### config.mk
export PLATFORM = sky130hd
export DESIGN_NAME = particulate_frame_filter_top_flat
export DESIGN_NICKNAME = d
export VERILOG_FILES = /design/src/sv/pff_pkg.sv /design/src/sv/pff_ifs.sv /design/src/sv/pff_seq.sv /design/src/sv/pff_chan.sv /design/src/sv/particulate_frame_filter_top.sv /design/src/flat_wrapper.sv
export VERILOG_INCLUDE_DIRS = /design/src /design/src/sv
export SDC_FILE = /design/constraint.sdc
export NUM_CORES = 1
export LEC_CHECK = 0
export BUFFER_PORTS_ARGS = -buffer_cell sky130_fd_sc_hd__buf_2
export CORE_ASPECT_RATIO = 1.4
export CORE_MARGIN = 8
export CORE_UTILIZATION = 45
export DETAILED_ROUTE_END_ITERATION = 6
export PLACE_DENSITY = 0.66
export SETUP_SLACK_MARGIN = 0.4
export SLEW_MARGIN = 20
export SYNTH_ARGS = -nofsm -noshare
export SYNTH_HDL_FRONTEND = slang
export SYNTH_SLANG_ARGS = --single-unit
### constraint.sdc
create_clock -name clk -period 4.2 [get_ports clk]
set_input_delay 0.42 -clock clk [delete_from_list [all_inputs] [get_ports clk]]
set_output_delay 0.42 -clock clk [all_outputs]
set_load 0.02 [all_outputs]
### src/sv/assert_macros.svh
// Assertion helpers shared by the RTL. Each macro expects clk and arst_n in scope.
`ifndef ASSERT_MACROS_SVH
`define ASSERT_MACROS_SVH

// Same-cycle implication.
`define ASSERT_IMPL(label, ante, cons, msg) \
	label: assert property (@(posedge clk) disable iff (!arst_n) (ante) |-> (cons)) \
		else $error(msg);

// Next-cycle implication.
`define ASSERT_NEXT(label, ante, cons, msg) \
	label: assert property (@(posedge clk) disable iff (!arst_n) (ante) |=> (cons)) \
		else $error(msg);

`endif

### src/sv/pff_pkg.sv
package pff_pkg;

	localparam int FRAME_BYTES = 9;
	localparam int POS_W = 4;

	localparam logic [POS_W-1:0] POS_END      = 4'd9;
	localparam logic [POS_W-1:0] POS_SUM_LAST = 4'd5;
	localparam logic [POS_W-1:0] POS_TAIL     = 4'd8;

	localparam logic [7:0] HEAD_MARK = 8'hAA;
	localparam logic [7:0] TAIL_MARK = 8'hBB;
	localparam logic [15:0] LIMIT_RESET = 16'd10;

	localparam int CFG_IDX_W = 2;
	localparam logic [CFG_IDX_W-1:0] REG_FINE_LIMIT   = 2'd0;
	localparam logic [CFG_IDX_W-1:0] REG_COARSE_LIMIT = 2'd1;

	localparam int STEP_W = 2;
	typedef logic [STEP_W-1:0] step_t;
	localparam step_t STEP_WAIT  = 2'd0;
	localparam step_t STEP_CHECK = 2'd1;
	localparam step_t STEP_MEAN  = 2'd2;
	localparam step_t STEP_OUT   = 2'd3;

	typedef enum logic [1:0] {
		COND_ALWAYS    = 2'd0,
		COND_FRAME_END = 2'd1,
		COND_MEAN_DONE = 2'd2,
		COND_OUT_FREE  = 2'd3
	} cond_t;

	// One control word of the sequencer program.
	typedef struct packed {
		logic  in_rdy;
		logic  chk;
		logic  mstep;
		logic  out_ld;
		cond_t cond;
		step_t tgt_t;
		step_t tgt_f;
	} ucode_t;

	typedef struct packed {
		logic frame_end;
		logic mean_done;
		logic out_free;
	} status_t;

	typedef struct packed {
		logic upd;
		logic mclr;
		logic mstep;
	} chan_ctl_t;

endpackage

### src/sv/pff_ifs.sv
interface pff_byte_if;
	logic       valid;
	logic       ready;
	logic [7:0] rx_byte;
	logic       frame_start;
	modport source (output valid, rx_byte, frame_start, input ready);
	modport sink (input valid, rx_byte, frame_start, output ready);
endinterface

interface pff_result_if;
	logic        valid;
	logic        ready;
	logic        frame_ok;
	logic [15:0] fine_mean;
	logic [15:0] coarse_mean;
	logic [15:0] fine_alarms;
	logic [15:0] coarse_alarms;
	modport source (output valid, frame_ok, fine_mean, coarse_mean, fine_alarms,
		coarse_alarms, input ready);
	modport sink (input valid, frame_ok, fine_mean, coarse_mean, fine_alarms,
		coarse_alarms, output ready);
endinterface

interface pff_cfg_if;
	logic                          valid;
	logic                          ready;
	logic [pff_pkg::CFG_IDX_W-1:0] index;
	logic [15:0]                   data;
	modport source (output valid, index, data, input ready);
	modport sink (input valid, index, data, output ready);
endinterface

### src/sv/pff_seq.sv
module pff_seq (
	input  logic             clk,
	input  logic             arst_n,
	input  pff_pkg::status_t st,
	output pff_pkg::ucode_t  ctl
);

	pff_pkg::step_t step_q;
	logic           take;

	function automatic pff_pkg::ucode_t rom(input pff_pkg::step_t s);
		pff_pkg::ucode_t w;
		w = '0;
		unique case (s)
			pff_pkg::STEP_WAIT: begin
				w.in_rdy = 1'b1;
				w.cond   = pff_pkg::COND_FRAME_END;
				w.tgt_t  = pff_pkg::STEP_CHECK;
				w.tgt_f  = pff_pkg::STEP_WAIT;
			end
			pff_pkg::STEP_CHECK: begin
				w.chk   = 1'b1;
				w.cond  = pff_pkg::COND_ALWAYS;
				w.tgt_t = pff_pkg::STEP_MEAN;
				w.tgt_f = pff_pkg::STEP_MEAN;
			end
			pff_pkg::STEP_MEAN: begin
				w.mstep = 1'b1;
				w.cond  = pff_pkg::COND_MEAN_DONE;
				w.tgt_t = pff_pkg::STEP_OUT;
				w.tgt_f = pff_pkg::STEP_MEAN;
			end
			pff_pkg::STEP_OUT: begin
				w.out_ld = 1'b1;
				w.cond   = pff_pkg::COND_OUT_FREE;
				w.tgt_t  = pff_pkg::STEP_WAIT;
				w.tgt_f  = pff_pkg::STEP_OUT;
			end
		endcase
		return w;
	endfunction

	assign ctl = rom(step_q);

	always_comb begin
		unique case (ctl.cond)
			pff_pkg::COND_ALWAYS:    take = 1'b1;
			pff_pkg::COND_FRAME_END: take = st.frame_end;
			pff_pkg::COND_MEAN_DONE: take = st.mean_done;
			pff_pkg::COND_OUT_FREE:  take = st.out_free;
		endcase
	end

	always_ff @(posedge clk or negedge arst_n) begin
		if (!arst_n) begin
			step_q <= pff_pkg::STEP_WAIT;
		end else begin
			step_q <= take ? ctl.tgt_t : ctl.tgt_f;
		end
	end

endmodule

### src/sv/pff_chan.sv
module pff_chan #(
	parameter int WINDOW_LEN = 5
) (
	input  logic                          clk,
	input  logic                          arst_n,
	input  pff_pkg::chan_ctl_t            ctl,
	input  logic [15:0]                   sample,
	input  logic [15:0]                   limit,
	input  logic [$clog2(WINDOW_LEN)-1:0] slot,
	input  logic [$clog2(WINDOW_LEN)-1:0] idx,
	output logic [15:0]                   mean,
	output logic [15:0]                   alarms
);

	logic [15:0] win_q [WINDOW_LEN];
	logic [15:0] prev_q;
	logic [15:0] count_q;
	logic [15:0] mean_q;
	logic [16:0] diff;
	logic [16:0] acc;
	logic        alarm;

	// A set top bit means the sample fell, which never counts as a rise.
	assign diff  = {1'b0, sample} - {1'b0, prev_q};
	assign alarm = !diff[16] && (diff[15:0] > limit);
	assign acc   = {1'b0, mean_q} + {1'b0, win_q[idx]};

	always_ff @(posedge clk or negedge arst_n) begin
		if (!arst_n) begin
			for (int i = 0; i < WINDOW_LEN; i++) begin
				win_q[i] <= '0;
			end
			prev_q  <= '0;
			count_q <= '0;
			mean_q  <= '0;
		end else begin
			if (ctl.upd) begin
				win_q[slot] <= sample;
				prev_q      <= sample;
				if (alarm && count_q != 16'hFFFF) begin
					count_q <= count_q + 16'd1;
				end
			end
			if (ctl.mclr) begin
				mean_q <= '0;
			end else if (ctl.mstep) begin
				mean_q <= acc[16:1];
			end
		end
	end

	assign mean   = mean_q;
	assign alarms = count_q;

endmodule

### src/sv/particulate_frame_filter_top.sv
// A byte that does not end a frame is taken and leaves the sequencer in its wait step.
// The ninth byte of a frame ends it: the sequencer then runs its check step, one mean
// step per window entry and its output step, which loads the result word, and the next
// byte is taken once it is back in its wait step. A result word still waiting for the
// receiver holds the sequencer in its output step.
// Reset clears windows, previous samples, counts and position and sets both limits to 10.
`include "assert_macros.svh"

module particulate_frame_filter_top #(
	parameter int WINDOW_LEN = 5
) (
	input logic          clk,
	input logic          arst_n,
	pff_byte_if.sink     rx,
	pff_result_if.source res,
	pff_cfg_if.sink      cfg
);

	localparam int SLOT_W = $clog2(WINDOW_LEN);
	localparam logic [SLOT_W-1:0] SLOT_LAST = SLOT_W'(WINDOW_LEN - 1);

	pff_pkg::ucode_t   ctl;
	pff_pkg::status_t  st;
	pff_pkg::chan_ctl_t cctl;

	logic [7:0]               bytes_q [pff_pkg::FRAME_BYTES];
	logic [pff_pkg::POS_W-1:0] pos_q;
	logic [pff_pkg::POS_W-1:0] pos_eff;
	logic [15:0]              sum_q;
	logic [15:0]              sum_eff;
	logic [15:0]              fine_lim_q;
	logic [15:0]              coarse_lim_q;
	logic [SLOT_W-1:0]        slot_q;
	logic [SLOT_W-1:0]        idx_q;
	logic                     accept;
	logic                     in_frame;
	logic                     ok_c;
	logic                     ok_q;
	logic                     out_valid_q;
	logic                     frame_ok_q;
	logic [15:0]              fine_mean_q;
	logic [15:0]              coarse_mean_q;
	logic [15:0]              fine_alarms_q;
	logic [15:0]              coarse_alarms_q;
	logic [15:0]              fine_mean;
	logic [15:0]              coarse_mean;
	logic [15:0]              fine_alarms;
	logic [15:0]              coarse_alarms;
	logic [15:0]              fine_sample;
	logic [15:0]              coarse_sample;

	pff_seq u_seq (
		.clk    (clk),
		.arst_n (arst_n),
		.st     (st),
		.ctl    (ctl)
	);

	assign rx.ready = ctl.in_rdy;
	assign accept   = rx.valid && rx.ready;

	// A start flag restarts the frame before this word is placed.
	assign pos_eff  = rx.frame_start ? '0 : pos_q;
	assign sum_eff  = rx.frame_start ? '0 : sum_q;
	assign in_frame = pos_eff < pff_pkg::POS_END;

	always_ff @(posedge clk) begin
		if (accept && in_frame) begin
			bytes_q[pos_eff] <= rx.rx_byte;
		end
	end

	always_ff @(posedge clk or negedge arst_n) begin
		if (!arst_n) begin
			pos_q <= '0;
			sum_q <= '0;
		end else if (accept) begin
			if (in_frame) begin
				pos_q <= pos_eff + 4'd1;
				if (pos_eff <= pff_pkg::POS_SUM_LAST || pos_eff == pff_pkg::POS_TAIL) begin
					sum_q <= sum_eff + {8'd0, rx.rx_byte};
				end else begin
					sum_q <= sum_eff;
				end
			end else begin
				pos_q <= pos_eff;
				sum_q <= sum_eff;
			end
		end
	end

	assign ok_c = (bytes_q[0] == pff_pkg::HEAD_MARK) && (bytes_q[8] == pff_pkg::TAIL_MARK) &&
		(sum_q == {bytes_q[6], bytes_q[7]});

	assign fine_sample   = {bytes_q[4], bytes_q[5]};
	assign coarse_sample = {bytes_q[2], bytes_q[3]};

	assign cctl.upd   = ctl.chk && ok_c;
	assign cctl.mclr  = ctl.chk;
	assign cctl.mstep = ctl.mstep;

	assign st.frame_end = accept && (pos_eff == pff_pkg::POS_TAIL);
	assign st.mean_done = idx_q == SLOT_LAST;
	assign st.out_free  = !out_valid_q || res.ready;

	always_ff @(posedge clk or negedge arst_n) begin
		if (!arst_n) begin
			slot_q <= '0;
			idx_q  <= '0;
			ok_q   <= 1'b0;
		end else begin
			if (cctl.upd) begin
				slot_q <= (slot_q == SLOT_LAST) ? '0 : slot_q + SLOT_W'(1);
			end
			if (ctl.chk) begin
				ok_q  <= ok_c;
				idx_q <= '0;
			end else if (ctl.mstep && idx_q != SLOT_LAST) begin
				idx_q <= idx_q + SLOT_W'(1);
			end
		end
	end

	pff_chan #(.WINDOW_LEN(WINDOW_LEN)) u_fine (
		.clk    (clk),
		.arst_n (arst_n),
		.ctl    (cctl),
		.sample (fine_sample),
		.limit  (fine_lim_q),
		.slot   (slot_q),
		.idx    (idx_q),
		.mean   (fine_mean),
		.alarms (fine_alarms)
	);

	pff_chan #(.WINDOW_LEN(WINDOW_LEN)) u_coarse (
		.clk    (clk),
		.arst_n (arst_n),
		.ctl    (cctl),
		.sample (coarse_sample),
		.limit  (coarse_lim_q),
		.slot   (slot_q),
		.idx    (idx_q),
		.mean   (coarse_mean),
		.alarms (coarse_alarms)
	);

	assign cfg.ready = 1'b1;

	always_ff @(posedge clk or negedge arst_n) begin
		if (!arst_n) begin
			fine_lim_q   <= pff_pkg::LIMIT_RESET;
			coarse_lim_q <= pff_pkg::LIMIT_RESET;
		end else if (cfg.valid && cfg.ready) begin
			unique case (cfg.index)
				pff_pkg::REG_FINE_LIMIT:   fine_lim_q <= cfg.data;
				pff_pkg::REG_COARSE_LIMIT: coarse_lim_q <= cfg.data;
				default: ;
			endcase
		end
	end

	always_ff @(posedge clk or negedge arst_n) begin
		if (!arst_n) begin
			out_valid_q <= 1'b0;
		end else if (ctl.out_ld && st.out_free) begin
			out_valid_q <= 1'b1;
		end else if (res.ready) begin
			out_valid_q <= 1'b0;
		end
	end

	always_ff @(posedge clk) begin
		if (ctl.out_ld && st.out_free) begin
			frame_ok_q      <= ok_q;
			fine_mean_q     <= fine_mean;
			coarse_mean_q   <= coarse_mean;
			fine_alarms_q   <= fine_alarms;
			coarse_alarms_q <= coarse_alarms;
		end
	end

	assign res.valid         = out_valid_q;
	assign res.frame_ok      = frame_ok_q;
	assign res.fine_mean     = fine_mean_q;
	assign res.coarse_mean   = coarse_mean_q;
	assign res.fine_alarms   = fine_alarms_q;
	assign res.coarse_alarms = coarse_alarms_q;

	`ASSERT_NEXT(a_slot_hold, !cctl.upd, $stable(slot_q), "window slot moved without a good frame")
	`ASSERT_IMPL(a_slot_range, 1'b1, slot_q <= SLOT_LAST, "window slot out of range")
	`ASSERT_IMPL(a_mean_done, ctl.out_ld, idx_q == SLOT_LAST, "result loaded before mean finished")

endmodule

### src/flat_wrapper.sv
// flat-port wrapper written by rule: the top's interface ports become plain ports
module particulate_frame_filter_top_flat 
#(
	parameter int WINDOW_LEN = 5
)
  (clk, arst_n, rx_valid, rx_rx_byte, rx_frame_start, rx_ready, res_valid, res_frame_ok, res_fine_mean, res_coarse_mean, res_fine_alarms, res_coarse_alarms, res_ready, cfg_valid, cfg_index, cfg_data, cfg_ready);
  pff_byte_if rx_i ();
  pff_result_if res_i ();
  pff_cfg_if cfg_i ();
  input logic clk;
  input logic arst_n;
  input wire logic [$bits(rx_i.valid)-1:0] rx_valid;
  input wire logic [$bits(rx_i.rx_byte)-1:0] rx_rx_byte;
  input wire logic [$bits(rx_i.frame_start)-1:0] rx_frame_start;
  output wire logic [$bits(rx_i.ready)-1:0] rx_ready;
  output wire logic [$bits(res_i.valid)-1:0] res_valid;
  output wire logic [$bits(res_i.frame_ok)-1:0] res_frame_ok;
  output wire logic [$bits(res_i.fine_mean)-1:0] res_fine_mean;
  output wire logic [$bits(res_i.coarse_mean)-1:0] res_coarse_mean;
  output wire logic [$bits(res_i.fine_alarms)-1:0] res_fine_alarms;
  output wire logic [$bits(res_i.coarse_alarms)-1:0] res_coarse_alarms;
  input wire logic [$bits(res_i.ready)-1:0] res_ready;
  input wire logic [$bits(cfg_i.valid)-1:0] cfg_valid;
  input wire logic [$bits(cfg_i.index)-1:0] cfg_index;
  input wire logic [$bits(cfg_i.data)-1:0] cfg_data;
  output wire logic [$bits(cfg_i.ready)-1:0] cfg_ready;
  assign rx_i.valid = rx_valid;
  assign rx_i.rx_byte = rx_rx_byte;
  assign rx_i.frame_start = rx_frame_start;
  assign rx_ready = rx_i.ready;
  assign res_valid = res_i.valid;
  assign res_frame_ok = res_i.frame_ok;
  assign res_fine_mean = res_i.fine_mean;
  assign res_coarse_mean = res_i.coarse_mean;
  assign res_fine_alarms = res_i.fine_alarms;
  assign res_coarse_alarms = res_i.coarse_alarms;
  assign res_i.ready = res_ready;
  assign cfg_i.valid = cfg_valid;
  assign cfg_i.index = cfg_index;
  assign cfg_i.data = cfg_data;
  assign cfg_ready = cfg_i.ready;
  particulate_frame_filter_top #(.WINDOW_LEN(WINDOW_LEN)) u_core (.clk(clk), .arst_n(arst_n), .rx(rx_i), .res(res_i), .cfg(cfg_i));
endmodule
# ---- After elaboration in Yosys (flattened, before gate mapping)
# Memory sizes are Yosys's and may differ from the RTL's.
# Index checks and enable logic that the tools add are counted.
dict set report word_totals {
  regBits 383
  ramBits 72
  in_bits 32
  out_inout_bits 68
  wordCells 127
  n_memories 1
}
dict set report classes {
  n_addsub 10
  order_cmp 7
  eq_ne 16
  mux 33
  bitwise_logic 2
  n_reduce_logical 28
}
# memory words width rd rd_ports_with_merged_regs write_ports line
set mem_list {}
lappend mem_list {u_core.bytes_q 9 8 8 0 1 particulate_frame_filter_top.sv:26} ;# logic [7:0] bytes_q [pff_pkg::FRAME_BYTES];
# cell n
set op_table {}
lappend op_table {{$mux W16} 12}
lappend op_table {{$bwmux W80} 2}
lappend op_table {{$bmux W16 S3} 2}
lappend op_table {{$demux W16 S3} 1}
lappend op_table {{$add A16 B16 Y17} 2}
lappend op_table {{$sub A16 B16 Y17} 2}
lappend op_table {{$add A16 B1 Y16 const B} 2}
lappend op_table {{$gt A16 B16 Y1} 2}
lappend op_table {{$ne A16 B16 Y1 const B} 2}
lappend op_table {{$pmux W6 S4} 1}
lappend op_table {{$add A16 B8 Y16} 1}
lappend op_table {{$eq A16 B16 Y1} 1}
lappend op_table {{$eq A8 B8 Y1 const B} 2}
lappend op_table {{$logic_and A1 B1 Y1} 13}
lappend op_table {{$mux W3} 3}
lappend op_table {{$eq A2 B2 Y1 const B} 4}
lappend op_table {{$ge A4 B4 Y1 const B} 2}
lappend op_table {{$mux W1} 8}
lappend op_table {{$mux W4} 2}
lappend op_table {{$not A3 Y4} 2}
lappend op_table {{$reduce_and A2 Y1} 4}
lappend op_table {{$add A3 B1 Y3 const B} 2}
lappend op_table {{$eq A2 B1 Y1 const B} 3}
lappend op_table {{$eq A3 B3 Y1 const B} 2}
lappend op_table {{other kinds (12)} 19}

# ---- Logic depth before layout (Yosys ltp)
dict set report logic_depth {
  ltp_word 7
  mapped_depth 22
  depth_no_buf 21
}

# ---- Modules after synthesis
# A second synthesis with hierarchy kept.
dict set report hier_totals {
  cells_unflattened 1887
  hier_area_um2 22475.3
}
# module n_inst cells_per_inst area_each_um2 seq_area_each_um2
set modules_own_cells {}
lappend modules_own_cells {{pff_chan (u_core.u_fine)} 1 717 7533.5 3203.1}
lappend modules_own_cells {{pff_chan (u_core.u_coarse)} 1 706 7493.4 3203.1}
lappend modules_own_cells {particulate_frame_filter_top 1 441 7223.2 5380.2}
lappend modules_own_cells {pff_seq 1 23 225.2 50.0}

# ---- Worst setup path after synthesis
# No wires, ideal clock.
dict set report synth_path {
  kind {flip-flop to flip-flop}
  start {memory u_core.bytes_q[3][0]}
  end {register u_core.u_coarse.count_q[1], in the netlist u_core.u_coarse.alarms[1]}
  setup_time_ps 128
  arrival_ps 3903
  t_required_ps 4072
  slack_ps 170
  path_stages_with_launch 20
  path_buffers 1
  period_less_slack_ps 4030
  cell_sequence {edfxtp_1 inv_1 ha_1 fa_1 nor2b_1 o21ai_1 a21oi_1 o41ai_1 o21ai_1 a21o_1 a21oi_1 xnor2_1 ha_1 nand4_1 or3_1 o21ai_0 nor3b_1 o211ai_1 buf_2 mux2_1}
}
# element line
set synth_rtl {}
lappend synth_rtl {{from (decl)} particulate_frame_filter_top.sv:26}
lappend synth_rtl {{to (signal assigned)} pff_chan.sv:41} ;# count_q <= count_q + 16'd1;
lappend synth_rtl {{to (decl)} pff_chan.sv:17} ;# logic [15:0] count_q;

==> results.yml <==
run_status:
  status: "finished clean"
logic_synthesis:
  synth.yosys.seq_area_share_pct: 54.52
  synth_top_family_by_area: "multiplexers"
  synth_ff_type: "dfrtp_1"
  synth-edff-count: 129
  synth_top_area_share_pct: 36.20
  ys_types: 71
  synthTopCellsByArea: "dfrtp_1 36%, edfxtp_1 18%, mux2_1 7.8%, ha_1 6.9%, mux2i_1 3.0%"
  syn_avg_cell_area_sq_um: 11.86
  synth_fa_ha_area_share_pct: 7.320
  ys_ff_latch: 447
  synthArstFlopShare_pct: 71.14
  netlist_instances: 1831
  synth_nets: 1987
  synth_compound_area_share_pct: 10.32
  syn-cell-area_sq_um: 21710
  yosys_warnings: 0
  synthXorXnorAreaFrac_pct: 4.277
  synth-simple-area-share_pct: 8.651
  synthMuxAreaShare_pct: 11.63
  yosysTopAreaCell: "dfrtp_1"
power_and_ir_drop:
  power.internal_uw: 8052
  switching_share_pct: 31.06
  powerDensity_nw_per_um2: 461.1
  p_switching_uw: 3628
  seq_power_share_pct: 44.5
  power_frac_clock_pct: 33.4
  combPwrFrac_pct: 22.1
  max-vdd-ir-drop_mv: 0.3483
  leakage_uw: 0.01177
floorplan:
  io_pins: 100
  core_sq_um: 47780
  start_util_pct: 45.43
  dieArea_sq_um: 55620
  rows: 95
  die_h_um: 275.9
  dieWidth_um: 201.6
cells_and_area:
  diodes: 0
  drive_above_1_share_pct: 17.12
  fin_area_sq_um: 25330
  area_delta_synth_final_pct: 16.67
  finish.net_count: 2148
  instances_no_fill: 2657
timing:
  rsz0062_at_grt: "yes"
  setup_viol: 0
  slew_viol_final: 0
  fin_skew_ps: 17.98
  hold_viol_final: 0
  fin_hold_ws_ps: 95.31
  maxSlewHeadroom_pct: 30.69
  tightestPinTransition_ps: 1039
  timing.fmax_mhz: 248.3
  layout_worst_path_cycle_share_pct: 95.88
  period_minus_slack_ps: 4027
clocking:
  cts_num_sinks: 447
  cts_root_buf: "clkbuf_16"
  cts_buffer_depth: 3
  cts_tree: "done"
  clk_latency_ps: 560
  clkSlewWorstSetupHoldPaths_ps: 60
  cts_buffers: 44
  htree_levels: 2
hold_path:
  whs_path_depth: 3
  min_to: "u_core.fine_lim_q[3]"
  hold_path_class: "in -> reg"
  hold_start: "cfg_data[3]"
critical_path:
  r2r_start: "u_core.bytes_q[3][1]"
  setup.worst_path.class: "reg -> reg"
  rr_worst_depth: 18
  cp-end-kind: "register"
  rr_endpoint: "u_core.u_coarse.alarms[1]"
  ff2ff_setup_slack_ps: 170
  required_ps: 4640
  crit_path_max_fanout: 6
  cp.arrival_ps: 4470
  start_kind: "register"
place:
  hpwl_mm: 34.72
  gp_congestion: 0.8360
  dp.cells: 2535
  port_buffers: 98
  postPlaceCellArea_sq_um: 23130
grt:
  grtUsageTotal_pct: 17.96
  globalRoute.busiestLayer: "met2"
  use_met3_pct: 2.043
  grt_pass1_wl_mm: 80.49
  globalRouteOverflowTotal: 0
  antenna_found_initial: 0
  grt_pass1_vias: 15051
  use_met2_pct: 33.61
  use_met1_pct: 20.13
  grt_max_degree: 125
drt:
  remaining_drc_errors: 0
  wl_per_cell_um: 19.05
  ant_nets: 0
  drtPass1Iterations: 5
  drtIter0Drc: 759
  wl_mm: 50.61
  viasPerCell: 5.481
  vias: 14564
run:
  cap_violations: 0
-- worst max-delay path by stage --
stage / slack [ps] / cells past startpoint / endpoint / start
floorplan: 360 / 19 / u_core.u_coarse.alarms[1] / u_core.bytes_q[3][0]
global placement: 110 / 19 / u_core.u_coarse.alarms[1] / u_core.bytes_q[3][0]
detailed placement: -10 / 19 / u_core.u_coarse.alarms[1] / u_core.bytes_q[3][0]
CTS: 210 / 18 / u_core.u_coarse.alarms[1] / u_core.bytes_q[3][1]
global route: -20 / 18 / u_core.u_coarse.alarms[13] / u_core.bytes_q[3][1]
finish: 170 / 18 / u_core.u_coarse.alarms[1] / u_core.bytes_q[3][1]
-- cell usage after synthesis, drive strengths merged (5+ instances only) --
library cell  count
o22ai            31
mux2i            64
clkbuf           41
xor2             50
buf              27
mux2            167
o21bai            8
nor2             88
o41ai             5
a211oi            9
nand3            29
nor3b             5
nor2b            25
edfxtp          129
inv             114
dfrtp           314
o2bb2ai          27
nand4            23
nand2b           16
nand3b            7
xnor2            56
o21ai           114
a21o             32
fa                5
ha              119
and3             12
a21oi            81
nor4             10
o21a              8
o211ai            5
o31ai            11
nand2           115
nor3             28
and2             12
-- state kept, by name, indices dropped and copies added (netlist names), 2 cells and up --
| register | cells |
|---|---|
| u_core.res.fine_mean | 16 |
| u_core.u_coarse.mean | 16 |
| u_core.res.coarse_mean | 16 |
| u_core.idx_q | 3 |
| u_core.sum_q | 16 |
| u_core.u_fine.alarms | 16 |
| u_core.u_coarse.alarms | 16 |
| u_core.u_fine.prev_q | 16 |
| u_core.u_fine.win_q | 80 |
| u_core.bytes_q | 64 |
| u_core.slot_q | 3 |
| u_core.u_fine.mean | 16 |
| u_core.res.coarse_alarms | 16 |
| u_core.res.fine_alarms | 16 |
| u_core.pos_q | 4 |
| u_core.u_coarse.prev_q | 16 |
| u_core.u_coarse.win_q | 80 |
| u_core.u_seq.step_q | 2 |
| u_core.coarse_lim_q | 16 |
| u_core.fine_lim_q | 16 |
-- routing by layer --
metal / up-vias / share of wire, %
met5: - / 0
met3: 110 / 2.8
met2: 275 / 54
li1: 6888 / -
met1: 7291 / 39
met4: 0 / 4.7
-- layout make-up --
type / instances / area, sq um
clock buffer: 62 / 1230
tap: 630 / 788.3
timing repair buffer: 183 / 1247
multi-input combinational: 1202 / 9595
inverter: 114 / 431.7
sequential: 447 / 11840
clock inverter: 19 / 192.7
fill: 4117 / 22460
-- power by group through the flow --
stage / Sequential, uW / Combinational, uW / Clock [uW]
2_1_floorplan: 5420 / 1490 / 0
3_3_place_gp: 5290 / 2410 / 0
3_5_place_dp: 5310 / 2470 / 0
4_1_cts: 5210 / 2540 / 4010
5_1_grt: 5240 / 2820 / 4170
6_report: 5200 / 2580 / 3900
-- kinds of logic after synthesis --
logic type | count (synthesis)
compound gates | 356
xor+xnor | 106
fa+ha+maj | 124
buf+inv | 182
flops | 447
mux | 231
other cells | 1
simple gates | 384
-- repair_timing --
item | 4_1_cts | 5_1_grt
buffers inserted | 25 | 13
resized for setup | 48 | 46
pin swaps | 46 | 55
hold endpoints to repair | 5 | 0
setup endpoints to repair | 35 | 39
cloned | 1 | 0
hold buffers | 1 | 0
-- critical path, stage by stage (launching register included) --
cell and delay, ps:
edfxtp_1 450, ha_4 240, nor2b_4 120, o21a_1 180
o21a_1 190, o211ai_1 240, a211o_1 210, a21oi_2 70
a21o_1 190, a21oi_2 160, xnor2_1 90, ha_1 300
nand4_1 110, or3_4 410, o21ai_2 140, nor3b_2 60
o211ai_1 170, buf_4 270, mux2_4 310
-- layout by cell type, fill, tap and decap left out, drive strengths merged, types with 8 or more instances in the layout --
cell type and n:
a211oi 9, a21o 32, a21oi 81, and2 12
and3 12, buf 182, clkbuf 62, clkinv 10
dfrtp 314, edfxtp 129, ha 119, inv 117
mux2 167, mux2i 64, nand2 115, nand2b 16
nand3 29, nand4 23, nor2 88, nor2b 25
nor3 28, nor4 10, o21a 8, o21ai 114
o21bai 8, o22ai 31, o2bb2ai 27, o31ai 11
xnor2 56, xor2 50
-- metrics by stage --
stage / utilization, % / total power, uW / setup WS [ps] / setup TNS (ps)
3_3_place_gp: 48.41 / 7701 / 114.2 / 0
2_1_floorplan: - / 6905 / 363.6 / 0
3_5_place_dp: 48.41 / 7775 / -12.14 / -12.14
6_report: 53.00 / 11680 / 173.1 / 0
4_1_cts: 52.26 / 11760 / 210.9 / 0
5_1_grt: 53.00 / 12230 / -24.72 / -43.05
No activity file was read; power rests on OpenSTA's default activity.
